File: src/rtl/b2da_pkg.sv
// shared types and constants for the binary to decimal ascii converter
`timescale 1ns / 1ps

package b2da_pkg;

	// width of the binary word taken per conversion
	localparam int VALUE_W     = 32;
	// decimal digits held by the cell row, enough for any 32-bit word
	localparam int WORD_DIGITS = 10;
	// most digits one conversion may emit (1 to 20)
	localparam int MAX_DIGITS  = 10;
	// digits actually emitted at most, never more than the row holds
	localparam int EMIT_LIMIT  = (MAX_DIGITS < WORD_DIGITS) ? MAX_DIGITS : WORD_DIGITS;

	localparam int BCD_W       = 4;
	localparam int CHAR_W      = 6;
	localparam int BIT_CNT_W   = $clog2(VALUE_W);
	localparam int DIG_CNT_W   = $clog2(WORD_DIGITS + 1);

	localparam logic [CHAR_W-1:0]  ASCII_ZERO = CHAR_W'(48);
	localparam logic [BCD_W-1:0]   DABBLE_MIN = BCD_W'(5);
	localparam logic [BCD_W-1:0]   DABBLE_ADD = BCD_W'(3);

	// controller states
	typedef enum logic [2:0] {
		ST_IDLE,
		ST_CONV,
		ST_SIZE,
		ST_SKIP,
		ST_EMIT
	} state_t;

	// per-cycle command to every cell of the row
	typedef struct packed {
		logic clear;   // zero the digit
		logic dabble;  // add-3 adjust then shift one bit in
		logic dshift;  // take the lower neighbour's whole digit
	} cell_ctrl_t;

endpackage

File: src/rtl/b2da_cell.sv
// one bcd digit cell of the double dabble row
`timescale 1ns / 1ps

module b2da_cell
	import b2da_pkg::*;
(
	input  logic              clk,
	input  logic              arst_n,
	input  cell_ctrl_t        ctrl,
	input  logic              bit_in,
	input  logic [BCD_W-1:0]  digit_in,
	output logic              bit_out,
	output logic [BCD_W-1:0]  digit
);

	logic [BCD_W-1:0] digit_q;
	logic [BCD_W-1:0] adj;

	// add 3 when the digit would overflow after doubling
	always_comb begin
		if (digit_q >= DABBLE_MIN) begin
			adj = digit_q + DABBLE_ADD;
		end else begin
			adj = digit_q;
		end
	end

	assign bit_out = adj[BCD_W-1];
	assign digit   = digit_q;

	// digit register
	always_ff @(posedge clk or negedge arst_n) begin
		if (!arst_n) begin
			digit_q <= '0;
		end else if (ctrl.clear) begin
			digit_q <= '0;
		end else if (ctrl.dabble) begin
			digit_q <= {adj[BCD_W-2:0], bit_in};
		end else if (ctrl.dshift) begin
			digit_q <= digit_in;
		end
	end

endmodule

File: src/rtl/binary_to_decimal_ascii_core.sv
// top level: binary to decimal ascii converter built on a row of bcd cells
`timescale 1ns / 1ps

// Converts one unsigned 32-bit value per command into its decimal ASCII
// digits, most significant first, no leading zeros; a zero value gives a
// single '0'. Pulse start while busy is low to hand in a word. Digits come
// out one per cycle on digit_char, each marked by digit_valid for exactly one
// cycle, with last_digit set on the final one; the receiver cannot stall and
// must take every digit as it appears. A conversion runs double dabble through
// the row of ten digit cells (one bit per cycle), sizes the number, then
// shifts digits through the same row (leading zeros are shifted out, then the
// digits are emitted); after the last digit busy falls and the next word can
// be taken.

module binary_to_decimal_ascii_core
	import b2da_pkg::*;
(
	input  logic                clk,
	input  logic                arst_n,
	input  logic                start,
	output logic                busy,
	input  logic [VALUE_W-1:0]  value,
	output logic                digit_valid,
	output logic [CHAR_W-1:0]   digit_char,
	output logic                last_digit
);

	state_t                 state_q, state_d;
	logic [VALUE_W-1:0]     value_q;
	logic [BIT_CNT_W-1:0]   bit_cnt_q;
	logic [DIG_CNT_W-1:0]   skip_q, skip_d;
	logic [DIG_CNT_W-1:0]   left_q, left_d;
	cell_ctrl_t             ctrl;
	logic                   load;

	logic [WORD_DIGITS-1:0] carry;
	logic [BCD_W-1:0]       digits [WORD_DIGITS];
	logic [DIG_CNT_W-1:0]   n_sig;
	logic [DIG_CNT_W-1:0]   n_emit;

	// row of digit cells, cell 0 is the least significant
	for (genvar i = 0; i < WORD_DIGITS; i++) begin : g_cell
		logic             bin;
		logic [BCD_W-1:0] din;
		if (i == 0) begin : g_first
			assign bin = value_q[VALUE_W-1];
			assign din = '0;
		end else begin : g_rest
			assign bin = carry[i-1];
			assign din = digits[i-1];
		end
		b2da_cell u_cell (
			.clk      (clk),
			.arst_n   (arst_n),
			.ctrl     (ctrl),
			.bit_in   (bin),
			.digit_in (din),
			.bit_out  (carry[i]),
			.digit    (digits[i])
		);
	end

	// count of significant digits, at least one, and that count capped at EMIT_LIMIT
	always_comb begin
		n_sig = DIG_CNT_W'(1);
		for (int i = 0; i < WORD_DIGITS; i++) begin
			if (digits[i] != '0) begin
				n_sig = DIG_CNT_W'(i + 1);
			end
		end
		if (n_sig > DIG_CNT_W'(EMIT_LIMIT)) begin
			n_emit = DIG_CNT_W'(EMIT_LIMIT);
		end else begin
			n_emit = n_sig;
		end
	end

	// state register and skip and digit-left counters
	always_ff @(posedge clk or negedge arst_n) begin
		if (!arst_n) begin
			state_q <= ST_IDLE;
			skip_q  <= '0;
			left_q  <= '0;
		end else begin
			state_q <= state_d;
			skip_q  <= skip_d;
			left_q  <= left_d;
		end
	end

	// binary word shifter and bit counter
	always_ff @(posedge clk) begin
		if (load) begin
			value_q   <= value;
			bit_cnt_q <= '0;
		end else if (ctrl.dabble) begin
			value_q   <= {value_q[VALUE_W-2:0], 1'b0};
			bit_cnt_q <= bit_cnt_q + BIT_CNT_W'(1);
		end
	end

	// next state and cell commands
	always_comb begin
		state_d     = state_q;
		skip_d      = skip_q;
		left_d      = left_q;
		ctrl        = '0;
		load        = 1'b0;
		digit_valid = 1'b0;
		case (state_q)
			ST_IDLE: begin
				if (start) begin
					load       = 1'b1;
					ctrl.clear = 1'b1;
					state_d    = ST_CONV;
				end
			end
			ST_CONV: begin
				ctrl.dabble = 1'b1;
				if (bit_cnt_q == BIT_CNT_W'(VALUE_W - 1)) begin
					state_d = ST_SIZE;
				end
			end
			ST_SIZE: begin
				skip_d = DIG_CNT_W'(WORD_DIGITS) - n_emit;
				left_d = n_emit;
				if (n_emit == DIG_CNT_W'(WORD_DIGITS)) begin
					state_d = ST_EMIT;
				end else begin
					state_d = ST_SKIP;
				end
			end
			ST_SKIP: begin
				ctrl.dshift = 1'b1;
				skip_d      = skip_q - DIG_CNT_W'(1);
				if (skip_q == DIG_CNT_W'(1)) begin
					state_d = ST_EMIT;
				end
			end
			ST_EMIT: begin
				ctrl.dshift = 1'b1;
				digit_valid = 1'b1;
				left_d      = left_q - DIG_CNT_W'(1);
				if (left_q == DIG_CNT_W'(1)) begin
					state_d = ST_IDLE;
				end
			end
			default: begin
				state_d = ST_IDLE;
			end
		endcase
	end

	// busy flag, result digit from the top cell and last-digit flag
	assign busy       = (state_q != ST_IDLE);
	assign digit_char = ASCII_ZERO + CHAR_W'(digits[WORD_DIGITS-1]);
	assign last_digit = (left_q == DIG_CNT_W'(1));

endmodule

File: config.mk
export PLATFORM = sky130hd
export DESIGN_NAME = binary_to_decimal_ascii_core
export DESIGN_NICKNAME = d
export VERILOG_FILES = /design/src/rtl/b2da_pkg.sv /design/src/rtl/b2da_cell.sv /design/src/rtl/binary_to_decimal_ascii_core.sv
export SDC_FILE = /design/constraint.sdc
export NUM_CORES = 1
export LEC_CHECK = 0
export ABC_AREA = 1
export BUFFER_PORTS_ARGS = -buffer_cell sky130_fd_sc_hd__buf_2
export CAP_MARGIN = 25
export CORE_UTILIZATION = 30
export CTS_CLUSTER_DIAMETER = 150
export DETAILED_ROUTE_END_ITERATION = 8
export GPL_TIMING_DRIVEN = 0
export PLACE_DENSITY_LB_ADDON = 0.1
export SKIP_CTS_REPAIR_TIMING = 1
export SLEW_MARGIN = 20
export SYNTH_ARGS = -nofsm -noshare
export SYNTH_HDL_FRONTEND = slang
export SYNTH_SLANG_ARGS = --single-unit
File: constraint.sdc
create_clock -name clk -period 3 [get_ports clk]
set_input_delay 0.45 -clock clk [delete_from_list [all_inputs] [get_ports clk]]
set_output_delay 0.45 -clock clk [all_outputs]
set_load 0.02 [all_outputs]
; Word-level counts from Yosys, hierarchy flattened
; Index checks and enable logic that the tools add are counted.
[word_totals]
input_bits = 35
output_inout_bits = 9
regBits = 88
[op_classes]
mux = 65
eq_ne = 12
n_lt_le_gt_ge = 11
reduce_logical = 17
n_addsub = 15
[op_table]
columns = cell, n
row1 = 2-to-1 mux 4 bit, 47
row2 = 2-to-1 mux 32 bit, 2
row3 = >= comparator 4 x 3 -> 1 bit (second input constant), 10
row4 = adder 4 x 2 -> 4 bit (second input constant), 9
row5 = nonzero test 4 bit, 9
row6 = 2-to-1 mux 3 bit, 6
row7 = one-hot mux 4 bit (2 select lines), 2
row8 = one-hot mux 3 bit (5 select lines), 1
row9 = equality test 4 x 1 -> 1 bit (second input constant), 2
row10 = inequality test 2 bit (second input constant), 4
row11 = subtractor 4 x 1 -> 4 bit (second input constant), 2
row12 = adder 5 x 5 -> 6 bit (first input constant), 1
row13 = equality test 3 x 2 -> 1 bit (second input constant), 2
row14 = nonzero test 2 bit, 3
row15 = nonzero test 3 bit, 2
row16 = adder 5 x 1 -> 5 bit (second input constant), 1
row17 = equality test 5 bit (second input constant), 1
row18 = 2-to-1 mux 1 bit, 5
row19 = equality test 4 bit (second input constant), 1
row20 = > comparator 4 bit (second input constant), 1
row21 = 2-to-1 mux 2 bit, 2
row22 = AND reduction 4 bit, 1
row23 = subtractor 4 bit (first input constant), 1
row24 = adder 3 x 2 -> 3 bit (second input constant), 1
row25 = 4 further kinds, 4

; Logic depth before layout (Yosys ltp)
; Gate-level depths: netlist (run 1).
[logic_depth]
depth_word = 15
depth_mapped = 16
ltp_nobuf = 16

; Modules after synthesis
; From an unflattened synthesis (run 1), not the netlist that was laid out.
[unflattened]
cells_unflattened = 830
hier_area_um2 = 5947.0
[by_module_without_submodules]
columns = mod, cells_per_inst, seq_area_each_um2, area_each_um2, instances
row1 = b2da_cell, 51, 100.1, 335.3, 10
row2 = binary_to_decimal_ascii_core, 320, 1336.3, 2593.7, 1

; Worst setup path before layout (run 1)
; Ideal clock, no wire load.
[synth_path]
kind = register -> register
startpoint = reg state_q[0]
endpoint = reg g_cell[8].u_cell.digit_q[3]
setup_ns = 0.117
t_required_ns = 2.883
setup_slack_ns = 1.074
synth_period_minus_slack_ns = 1.926
t_arrival_ns = 1.808
n_path_buf = 1
path_stages_with_launch = 10
cell_sequence = dfrtp_1 > nor2_2 > nand2_2 > nor2_4 > inv_2 > nand2_2 > buf_2 > o221ai_1 > o21ai_1 > inv_1
[synth_via]
elab_chain_cells = 4
word_cells_on_any_way = 11
[synth_lines]
columns = item, line_no
row1 = "start, declared", binary_to_decimal_ascii_core.sv:28  ; state_t state_q, state_d;
row2 = "start signal, assigned", binary_to_decimal_ascii_core.sv:85  ; state_q <= state_d;
row3 = equality test 3 bit (tied with other cells), binary_to_decimal_ascii_core.sv:110  ; case (state_q)
row4 = OR reduction 2 bit (no source line) or 2-to-1 mux 1 bit (tied branches), -
row5 = 2-to-1 mux 1 bit or 2-to-1 mux 4 bit (tied branches), "binary_to_decimal_ascii_core.sv:110, b2da_cell.sv:37"
row6 = nonzero test 3 bit (no source line) or 2-to-1 mux 4 bit (tied branches), -
row7 = "end signal, assigned", b2da_cell.sv:38  ; digit_q <= {adj[BCD_W-2:0], bit_in};
row8 = "end signal, assigned", b2da_cell.sv:40  ; digit_q <= digit_in;
row9 = "end, declared", b2da_cell.sv:16  ; logic [BCD_W-1:0] digit_q;
; Parallel ways exist; a longest one is shown, timed or not.
; A chain may end at the register's enable or synchronous reset.

; Worst setup path in the final report (run 1)
[layout_path]
startpoint = reg g_cell[3].u_cell.digit_q[0]
endpoint = reg state_q[2]
[layout_via]
elab_chain_cells = 13
[layout_lines]
columns = item, line_no
row1 = "start, declared", b2da_cell.sv:16
row2 = "start signal, assigned", b2da_cell.sv:38
row3 = "start signal, assigned", b2da_cell.sv:40
row4 = nonzero test 4 bit (*), binary_to_decimal_ascii_core.sv:67  ; if (digits[i] != '0) begin
row5 = 2-to-1 mux 4 bit (*) (7 in a row), binary_to_decimal_ascii_core.sv:67
row6 = > comparator 4 bit, binary_to_decimal_ascii_core.sv:71  ; if (n_sig > DIG_CNT_W'(EMIT_LIMIT)) begin
row7 = 2-to-1 mux 4 bit (*), binary_to_decimal_ascii_core.sv:71
row8 = equality test 4 bit (*), binary_to_decimal_ascii_core.sv:127  ; if (n_emit == DIG_CNT_W'(WORD_DIGITS)) begin
row9 = 2-to-1 mux 3 bit (*), binary_to_decimal_ascii_core.sv:127
row10 = one-hot mux 3 bit (5 select lines) (*), binary_to_decimal_ascii_core.sv:110
; Every way passes the cells marked *; elsewhere a longest branch is shown, timed or not.

==> results of run 1 <==
## final timing paths
path | startpoint | end | slack (ps) | depth (start not counted)
setup reg to reg | g_cell[3].u_cell.digit[0] | state_q[2] | 600 | 14
min in group clk | value[23] | value_q[23] | 360 | 3
max in group asynchronous | arst_n | state_q[2] | 2390 | 1
hold / removal | arst_n | g_cell[3].u_cell.digit[2] | 150 | 1
hold reg to reg | bit_cnt_q[3] | bit_cnt_q[3] | 450 | 1
setup / recovery | g_cell[3].u_cell.digit[0] | state_q[2] | 600 | 14
## layer usage
metal	part of all wire, %	wire length, um	vias up	GRT usage [%]
met2	47	6150	84	25.6
met3	3.8	507	12	3.73
met5	0	0	-	0
met4	1.4	182	0	5.24
met1	48	6370	2046	20.8
li1	-	-	2258	-
## Yosys cell counts, drive strengths merged, types with 4 or more instances
cell,count
a21oi,40
a22oi,5
a31oi,24
buf,19
clkbuf,9
dfrtp,51
dfxtp,5
edfxtp,32
ha,30
inv,93
nand2,174
nand3,11
nor2,47
o21ai,71
o221ai,5
o22ai,5
o31ai,4
## state kept, by name, indices dropped and copies added (netlist names)
| register | count |
|---|---|
| state_q | 3 |
| value_q | 32 |
| bit_cnt_q | 5 |
| skip_q | 4 |
| left_q | 4 |
| g_cell.u_cell.digit | 40 |
## where the power goes
group	leakage, nW	switching [mW]	internal, mW
registers	0.974	0.450	2.00
logic	1.70	2.38	1.25
clock network	0.149	0.507	0.735
total	2.82	3.34	3.99
## cell families after synthesis
group           count (synthesis)
compound gates                168
xor+xnor                        4
fa+ha+maj                      30
buf+inv                       121
flops                          88
other cells                     1
simple gates                  237
## critical path: stages, from the launching register on
cell	delay [ps]
sky130_fd_sc_hd__dfrtp_1	460
sky130_fd_sc_hd__inv_1	90
sky130_fd_sc_hd__ha_1	160
sky130_fd_sc_hd__nand2_1	70
sky130_fd_sc_hd__nor2_1	200
sky130_fd_sc_hd__inv_1	60
sky130_fd_sc_hd__nor2_1	130
sky130_fd_sc_hd__o21ai_0	130
sky130_fd_sc_hd__a21oi_1	230
sky130_fd_sc_hd__nor2_1	60
sky130_fd_sc_hd__inv_1	100
sky130_fd_sc_hd__ha_1	160
sky130_fd_sc_hd__nand2_1	100
sky130_fd_sc_hd__o21ai_0	210
sky130_fd_sc_hd__a31o_1	160
## through the flow
stage,cell area [um^2],instances,worst slack [ps]
global route,6000,928,308
floorplan,5170,650,1070
finish,6000,928,599
CTS,5980,927,522
global placement,5650,911,550
detailed placement,5650,911,534
## cell type report
class                           instances  area, um^2
Fill cell                            1767       10700
Sequential cell                        88        2340
Multi-Input combinational cell        441        2320
Inverter                               93         349
Tap cell                              220         275
Clock buffer                           10         229
Timing Repair Buffer                   42         228
Buffer                                 28         161
Clock inverter                          6        92.6
==> impl_metrics.py, run 1 <==
metrics = {
    "sta": {
        "post-route-period-util_pct": 80.0,
        "final_max_slew_violation_count": 0,
        "fmaxAchievable_ghz": 0.417,
        "hold-worst-slack_ps": 149,
        "finalSetupTns_ps": 0,
        "slew_headroom_pct": 53.2,
        "rsz0062_at_grt": "false",
        "setup_viol_count_final": 0,
        "clock_skew_ps": 9.56,
        "slew_worst_pin_ps": 703,
        "final-hold-violation-count": 0,
        "final_critical_delay_including_setup_and_external_delays_ps": 2400,
    },
    "cts": {
        "tritoncts_clock_tree": "built",
        "cts.clk_slew.worst_paths_ps": 70,
        "cts_made_buffers": 9,
        "cts_max_path_bufs": 2,
        "clock_tree_root_driver_cell": "sky130_fd_sc_hd__clkbuf_16",
        "cts.sink_count": 88,
        "cts-htree-levels": 3,
        "clkLatencyLatePin_ps": 350,
    },
    "synth": {
        "synth.area.top_cells": "sky130_fd_sc_hd__dfrtp_1, sky130_fd_sc_hd__edfxtp_1, sky130_fd_sc_hd__nand2_1",
        "postSynth.asyncResetShare_pct": 58.0,
        "synth_area_leader_cell": "sky130_fd_sc_hd__dfrtp_1",
        "synth_edf_count": 32,
        "distinct_cell_type_count_after_synthesis": 41,
        "yosys.area_share.simple_pct": 18.2,
        "post-synth-top-area-fraction_pct": 24.7,
        "yosys_warnings": 0,
        "post_synthesis_sequential_element_count": 88,
        "synthAdderAreaFrac_pct": 7.26,
        "ys.flop_type": "sky130_fd_sc_hd__dfrtp_1",
        "synth_xor_area_share_pct": 0.678,
        "yosysSeqAreaShare_pct": 45.2,
        "syn_std_cell_area_um2": 5170,
        "synth_area_per_cell_um2": 7.96,
        "synth.mux.area_fraction_pct": 0,
        "synth_compound_gate_area_share_pct": 18.7,
        "syn-instance-count": 649,
        "dominant_combinational_cell_family_by_area_after_synthesis": "compound AO/OA/AOI/OAI gates",
    },
    "floorplan": {
        "floorplan.die_area_um2": 17800,
        "y_dimension_of_the_die_um": 133,
        "die_width_um": 133,
        "core_area_um2": 16700,
        "fp-row-count": 47,
        "initial_utilization_pct": 30.9,
        "num_io_pins": 44,
    },
    "job": {
        "cap_violations": 0,
    },
    "drt": {
        "via_count": 4400,
        "drt_first_iter_violations": 232,
        "wl_per_cell_um": 14.2,
        "post_drt_via_cell_ratio": 4.74,
        "ant_nets": 0,
        "post-route-drc-count": 0,
        "postRouteWirelength_mm": 13.2,
        "firstDrtPassIters": 4,
    },
    "power": {
        "static-leakage-power_nw": 2.82,
        "total_power_mw": 7.33,
        "power_density_nw_per_um2": 1220,
        "peak_supply_drop_v": 0.000381,
    },
    "worst_setup_path": {
        "maximum_fanout_along_the_worst_path": 7,
        "startpoint_type": "register",
        "critical_path_class": "reg2reg",
        "worstPathArrival_ps": 2690,
        "required_time_worst_endpoint_ps": 3290,
        "setup.worst_path.end_class": "register",
    },
    "cells_and_area": {
        "layout.cells.most_common_list": "sky130_fd_sc_hd__nand2_1, sky130_fd_sc_hd__inv_1, sky130_fd_sc_hd__o21ai_0",
        "nNetsFinal": 768,
        "mostFrequentLayoutCell": "sky130_fd_sc_hd__nand2_1",
        "finalCoreUtilization_pct": 35.9,
        "antennaDiodeCount": 0,
        "fraction_of_final_layout_cells_with_drive_strength_greater_than_1_pct": 13.0,
        "areaGrowthSynthToFinish_pct": 16.0,
    },
    "grt": {
        "grt_pass1_wl_mm": 21.9,
        "first_global_vias": 4366,
        "grt_start_max_net_pins": 52,
        "grt_util_all_layers_pct": 15.8,
        "globalRoute.totalOverflow": 0,
        "antenna_violations_before_repair": 0,
    },
    "place": {
        "final_gp_congestion": 0.768,
        "number_of_i_o_port_buffers": 41,
        "dp.final_hpwl_mm": 9.24,
    },
    "outcome": {
        "outcome": "finished clean",
    },
    "hold_path": {
        "hold_class": "in2async",
    },
}
Note: power is estimated with default switching activity, not from simulation.
==> run 2: changes to the inputs <==
==> constraint.sdc (replaced) <==
create_clock -name clk -period 2.04 [get_ports clk]
set_input_delay 0.306 -clock clk [delete_from_list [all_inputs] [get_ports clk]]
set_output_delay 0.306 -clock clk [all_outputs]
set_load 0.02 [all_outputs]
==> run 2 against run 1 <==
The run now ends with negative setup slack left. First-iteration DRC count rose by 8.6%. Largest cell class is now multi-input combinational cells. Critical path depth rose by 1. Sequential power rose by 48%. Clock skew rose by 1.6 ps. Global-route usage did not move.
==> impl_metrics.py, run 2 (synthesis results as in run 1) <==
metrics = {
    "job": {
        "cap_violations": 0,
    },
    "grt": {
        "grt_util_all_layers_pct": 15.8,
        "globalRoute.totalOverflow": 0,
        "grt_pass1_wl_mm": 21.9,
        "first_global_vias": 4366,
        "grt_start_max_net_pins": 52,
        "antenna_violations_before_repair": 0,
    },
    "cells_and_area": {
        "antennaDiodeCount": 0,
        "final_cell_count_no_fill": 945,
        "stdcell_area_um2": 6310,
        "areaGrowthSynthToFinish_pct": 22.1,
        "largest_reg_flops": 40,
        "fraction_of_final_layout_cells_with_drive_strength_greater_than_1_pct": 20.1,
        "layout.cells.most_common_list": "sky130_fd_sc_hd__nand2_1, sky130_fd_sc_hd__inv_1, sky130_fd_sc_hd__o21ai_0",
        "nNetsFinal": 785,
        "mostFrequentLayoutCell": "sky130_fd_sc_hd__nand2_1",
    },
    "worst_setup_path": {
        "maximum_fanout_along_the_worst_path": 6,
        "critical_path_class": "reg2reg",
        "critical_path.startpoint": "g_cell[3].u_cell.digit[0]",
        "startpoint_type": "register",
        "reg2regPathDepth": 15,
        "ff2ff_setup_slack_ps": -30,
        "r2r-end": "state_q[2]",
        "setup.worst_path.end_class": "register",
        "worstPathArrival_ps": 2310,
        "critical_path.reg2reg.startpoint": "g_cell[3].u_cell.digit[0]",
        "required_time_worst_endpoint_ps": 2280,
    },
    "sta": {
        "post-route-period-util_pct": 101,
        "slew_worst_pin_ps": 716,
        "final-hold-violation-count": 0,
        "fmaxAchievable_ghz": 0.483,
        "clock_skew_ps": 11.1,
        "final_critical_delay_including_setup_and_external_delays_ps": 2070,
        "rsz0062_at_grt": "true",
        "setup_viol_count_final": 2,
        "final_max_slew_violation_count": 0,
        "hold-worst-slack_ps": 9.04,
        "slew_headroom_pct": 52.3,
        "layout_setup_ws_ps": -30.1,
    },
    "power": {
        "switch_share_pct": 45.4,
        "static-leakage-power_nw": 2.93,
        "power.clock.fraction_pct": 16.1,
        "cellInternalPower_mw": 6.21,
        "peak_supply_drop_v": 0.000570,
        "comb_power_share_pct": 52.0,
        "power_density_nw_per_um2": 1800,
        "switchingPower_mw": 5.16,
        "pwr-share-seq_pct": 31.9,
    },
    "place": {
        "placedInstanceArea_um2": 5650,
        "dp.final_hpwl_mm": 9.24,
        "number_of_i_o_port_buffers": 41,
        "final_gp_congestion": 0.768,
        "numPlacedInstances": 911,
        "pre_cts_ws_ps": -426,
    },
    "floorplan": {
        "y_dimension_of_the_die_um": 133,
        "num_io_pins": 44,
        "initial_utilization_pct": 30.9,
        "fp-row-count": 47,
        "core_area_um2": 16700,
        "die_width_um": 133,
        "floorplan.die_area_um2": 17800,
    },
    "drt": {
        "firstDrtPassIters": 5,
        "postRouteWirelength_mm": 13.6,
        "drt_first_iter_violations": 252,
        "via_count": 4482,
        "post-route-drc-count": 0,
        "post_drt_via_cell_ratio": 4.74,
        "ant_nets": 0,
        "wl_per_cell_um": 14.4,
    },
    "cts": {
        "cts.clk_slew.worst_paths_ps": 70,
        "cts.sink_count": 88,
        "clock_tree_root_driver_cell": "sky130_fd_sc_hd__clkbuf_16",
        "tritoncts_clock_tree": "built",
        "cts-htree-levels": 3,
        "cts_max_path_bufs": 2,
        "cts_made_buffers": 9,
        "clkLatencyLatePin_ps": 350,
    },
    "outcome": {
        "outcome": "finished, violations left",
        "violations": "negative setup slack",
    },
    "hold_path": {
        "hold_class": "in2async",
    },
}
[run 2: area by class of cell]
cell class / instances / area [um^2]
fill: 1755 / 10400
multi-input combinational: 441 / 2480
sequential: 88 / 2340
timing repair buffer: 59 / 373
inverter: 93 / 349
tap: 220 / 275
clock buffer: 10 / 229
buffer: 28 / 165
clock inverter: 6 / 92.6
[run 2: through the flow]
| stage | TNS (ps) | util, % | total power, mW |
|---|---|---|---|
| global route | -561 | 37.8 | 12.4 |
| finish | -32.3 | 37.8 | 11.4 |
| CTS | -15550 | 35.8 | 10.8 |
| detailed placement | -15120 | 33.9 | 8.92 |
| floorplan | 0 | - | 7.34 |
| global placement | -14180 | 33.8 | 8.82 |
[run 2: routing by layer]
layer  vias up  GRT usage (%)  share of wire, %
li1       2295              -                 -
met1      2073           20.8                48
met2       101           25.6                46
met3        13           3.73               4.3
met4         0           5.24               1.3
met5         -              0                 0
[run 2: worst max-delay path by stage]
stage | endpoint | slack [ps] | cells after the start
detailed placement | g_cell[1].u_cell.digit[3] | -430 | 9
floorplan | g_cell[8].u_cell.digit[3] | 110 | 9
global placement | g_cell[8].u_cell.digit[3] | -410 | 9
global route | state_q[2] | -160 | 15
finish | state_q[2] | -30 | 15
CTS | g_cell[1].u_cell.digit[3] | -440 | 9
[run 2: worst max-delay path, cell delays in order (launching register included)]
cell and delay, ps:
sky130_fd_sc_hd__dfrtp_2 450, sky130_fd_sc_hd__inv_2 80, sky130_fd_sc_hd__ha_4 130, sky130_fd_sc_hd__nand2_4 50, sky130_fd_sc_hd__nor2_4 130, sky130_fd_sc_hd__nand2_1 60, sky130_fd_sc_hd__nand2_1 60, sky130_fd_sc_hd__nand2_1 50
sky130_fd_sc_hd__nand2_1 90, sky130_fd_sc_hd__nand2_2 80, sky130_fd_sc_hd__a21oi_4 200, sky130_fd_sc_hd__inv_2 70, sky130_fd_sc_hd__ha_4 160, sky130_fd_sc_hd__nand2_4 70, sky130_fd_sc_hd__o21ai_2 70, sky130_fd_sc_hd__a31o_1 200
[run 2: power groups by stage]
stage / combinational, mW / sequential (mW) / clock (mW)
2_1_floorplan: 3.90 / 3.44 / 0
3_3_place_gp: 5.20 / 3.62 / 0
3_5_place_dp: 5.29 / 3.63 / 0
4_1_cts: 5.31 / 3.61 / 1.88
5_1_grt: 6.68 / 3.75 / 1.95
6_report: 5.91 / 3.63 / 1.83
==> run 3: changes to the inputs <==
==> constraint.sdc (replaced) <==
create_clock -name clk -period 1.99 [get_ports clk]
set_input_delay 0.2985 -clock clk [delete_from_list [all_inputs] [get_ports clk]]
set_output_delay 0.2985 -clock clk [all_outputs]
set_load 0.02 [all_outputs]
==> run 3 against run 2 <==
The run still ends with negative setup slack left. Utilization about the same. Power increased by 2.6%. Critical endpoint unchanged. Worst setup slack worse by 49 ps. Highest routed layer unchanged. First-iteration DRC count increased by 6.0%. Clock-buffer cell count is the same. Hold slack worse by 4.6 ps. Clock power is 3% higher. Register-to-register slack lost 50 ps. Die area stayed put. Wire length shrank 0.49%.
==> impl_metrics.py, run 3 (synthesis results as in run 1) <==
metrics = {
    "cells_and_area": {
        "stdcell_area_um2": 6310,
        "nFillCells": 1753,
        "largest_reg_flops": 40,
        "multi_input_area_um2": 2480,
        "areaGrowthSynthToFinish_pct": 22.2,
        "mostFrequentLayoutCell": "sky130_fd_sc_hd__nand2_1",
        "finalCoreUtilization_pct": 37.8,
        "fraction_of_final_layout_cells_with_drive_strength_greater_than_1_pct": 20.1,
        "antennaDiodeCount": 0,
        "nNetsFinal": 785,
        "layout.cells.most_common_list": "sky130_fd_sc_hd__nand2_1, sky130_fd_sc_hd__inv_1, sky130_fd_sc_hd__o21ai_0",
        "footprint_of_the_flip_flops_and_latches_um2": 2340,
        "final_cell_count_no_fill": 945,
    },
    "worst_setup_path": {
        "critPathSlowestCell": "sky130_fd_sc_hd__dfrtp_2",
        "timing.critical_path.to": "state_q[2]",
        "path_delay_family": "simple AND/OR/NAND/NOR gates",
        "critical_path_class": "reg2reg",
        "critical_path.startpoint": "g_cell[3].u_cell.digit[0]",
        "ff2ff_setup_slack_ps": -80,
        "worstPathArrival_ps": 2310,
        "critical_path_cell_count": 15,
        "cpPeakStageDelay_ps": 450,
        "critical_path_cell_by_cell": "inv_2 > ha_4 > nand2_4 > nor2_4 > nand2_1 > nand2_1 > nand2_1 > nand2_1 > nand2_2 > a21oi_4 > inv_2 > ha_4 > nand2_4 > o21ai_2 > a31o_1",
        "critical_path.reg2reg.startpoint": "g_cell[3].u_cell.digit[0]",
        "reg2regPathDepth": 15,
        "cp_buf_inv_count": 2,
        "required_time_worst_endpoint_ps": 2230,
        "maximum_fanout_along_the_worst_path": 6,
        "cell_occurring_most_often_along_the_worst_timing_path": "sky130_fd_sc_hd__nand2_1",
        "startpoint_type": "register",
        "r2r-end": "state_q[2]",
        "setup.worst_path.end_class": "register",
    },
    "sta": {
        "fmaxAchievable_ghz": 0.483,
        "rsz0062_at_grt": "true",
        "clock_skew_ps": 9.47,
        "final_critical_delay_including_setup_and_external_delays_ps": 2070,
        "final-hold-violation-count": 0,
        "post-route-period-util_pct": 104,
        "setup_viol_count_final": 4,
        "finalSetupTns_ps": -154,
        "layout_setup_ws_ps": -79.4,
        "final_max_slew_violation_count": 0,
        "slew_worst_pin_ps": 711,
        "slew_headroom_pct": 52.6,
    },
    "drt": {
        "post_drt_via_cell_ratio": 4.72,
        "postRouteWirelength_mm": 13.5,
        "ant_nets": 0,
        "firstDrtPassIters": 5,
        "drt_first_iter_violations": 267,
        "wl_per_cell_um": 14.3,
        "post-route-drc-count": 0,
        "via_count": 4461,
    },
    "place": {
        "number_of_i_o_port_buffers": 41,
        "numPlacedInstances": 911,
        "final_gp_congestion": 0.768,
        "dp.final_hpwl_mm": 9.24,
        "placedInstanceArea_um2": 5650,
    },
    "floorplan": {
        "y_dimension_of_the_die_um": 133,
        "fp-row-count": 47,
        "floorplan.die_area_um2": 17800,
        "core_area_um2": 16700,
        "num_io_pins": 44,
        "die_width_um": 133,
        "initial_utilization_pct": 30.9,
    },
    "cts": {
        "cts-htree-levels": 3,
        "cts_max_path_bufs": 2,
        "cts.sink_count": 88,
        "cts.clk_slew.worst_paths_ps": 70,
        "cts_made_buffers": 9,
        "tritoncts_clock_tree": "built",
        "clkLatencyLatePin_ps": 350,
        "clock_tree_root_driver_cell": "sky130_fd_sc_hd__clkbuf_16",
    },
    "job": {
        "cap_violations": 0,
    },
    "power": {
        "cellInternalPower_mw": 6.38,
        "switchingPower_mw": 5.28,
        "pwr-share-seq_pct": 31.9,
        "static-leakage-power_nw": 2.93,
        "power_density_nw_per_um2": 1850,
        "switch_share_pct": 45.3,
        "power.clock.fraction_pct": 16.1,
        "comb_power_share_pct": 52.1,
        "peak_supply_drop_v": 0.000586,
        "total_power_mw": 11.7,
    },
    "grt": {
        "first_global_vias": 4366,
        "gr-max-usage-layer": "met2",
        "globalRouteMet1Util_pct": 20.8,
        "grt_pass1_wl_mm": 21.9,
        "grt_use_met2_pct": 25.6,
        "grt_use_met3_pct": 3.73,
        "globalRoute.totalOverflow": 0,
        "grt_start_max_net_pins": 52,
        "grt_util_all_layers_pct": 15.8,
        "antenna_violations_before_repair": 0,
    },
    "outcome": {
        "violations": "negative setup slack",
        "outcome": "finished, violations left",
    },
    "hold_path": {
        "hold_class": "in2async",
    },
}
-- run 3: cell types whose count changed in the layout (fill, tap and decap cells not counted) --
cell / delta
sky130_fd_sc_hd__buf_2: -1
sky130_fd_sc_hd__buf_6: +1
sky130_fd_sc_hd__clkbuf_4: +1
sky130_fd_sc_hd__buf_4: -1
-- run 3: power groups by stage --
| stage | Combinational, mW | Clock (mW) | Sequential [mW] |
|---|---|---|---|
| floorplan | 4.00 | 0 | 3.53 |
| global placement | 5.33 | 0 | 3.71 |
| detailed placement | 5.42 | 0 | 3.73 |
| CTS | 5.44 | 1.92 | 3.70 |
| global route | 6.87 | 2.00 | 3.85 |
| finish | 6.07 | 1.88 | 3.72 |
-- run 3: through the flow --
step / hold slack, ps / worst slack (ps)
2_1_floorplan: 2.91 / 64.4
3_3_place_gp: 437 / -460
3_5_place_dp: 408 / -476
4_1_cts: 26.8 / -488
5_1_grt: 56.7 / -212
6_report: 4.39 / -79.4
-- run 3: how the worst min path moves through the flow --
stage	endpoint	slack (ps)
final	g_cell[7].u_cell.digit[1]	4
after global routing	g_cell[3].u_cell.digit[2]	60
after CTS	g_cell[3].u_cell.digit[2]	30
after detailed placement	g_cell[7].u_cell.digit[3]	410
after global placement	bit_cnt_q[3]	440
after floorplan	g_cell[0].u_cell.digit[0]	3
-- run 3: metal layers --
metal | up-vias | wire [um]
li1 | 2292 | -
met1 | 2064 | 6590
met2 | 92 | 6270
met3 | 13 | 511
met4 | 0 | 165
met5 | - | 0
-- run 3: final cells by class --
cell class,instances,area share [%]
inverters,93,5.53
clock inverters,6,1.47
multi-input cells,441,39.3
flip-flops and latches,88,37.1
well taps,220,4.36
plain buffers,28,2.72
clock buffers,10,3.63
repair buffers,59,5.91
-- run 3: worst register-to-register path: cells and delay by family (launching register included) --
family / cells / cell delay, ps
adders and majority gates: 2 / 290
and+or+nand+nor: 8 / 590
DFF: 1 / 450
AOI/OAI and AO/OA: 3 / 470
buffers and inverters: 2 / 150
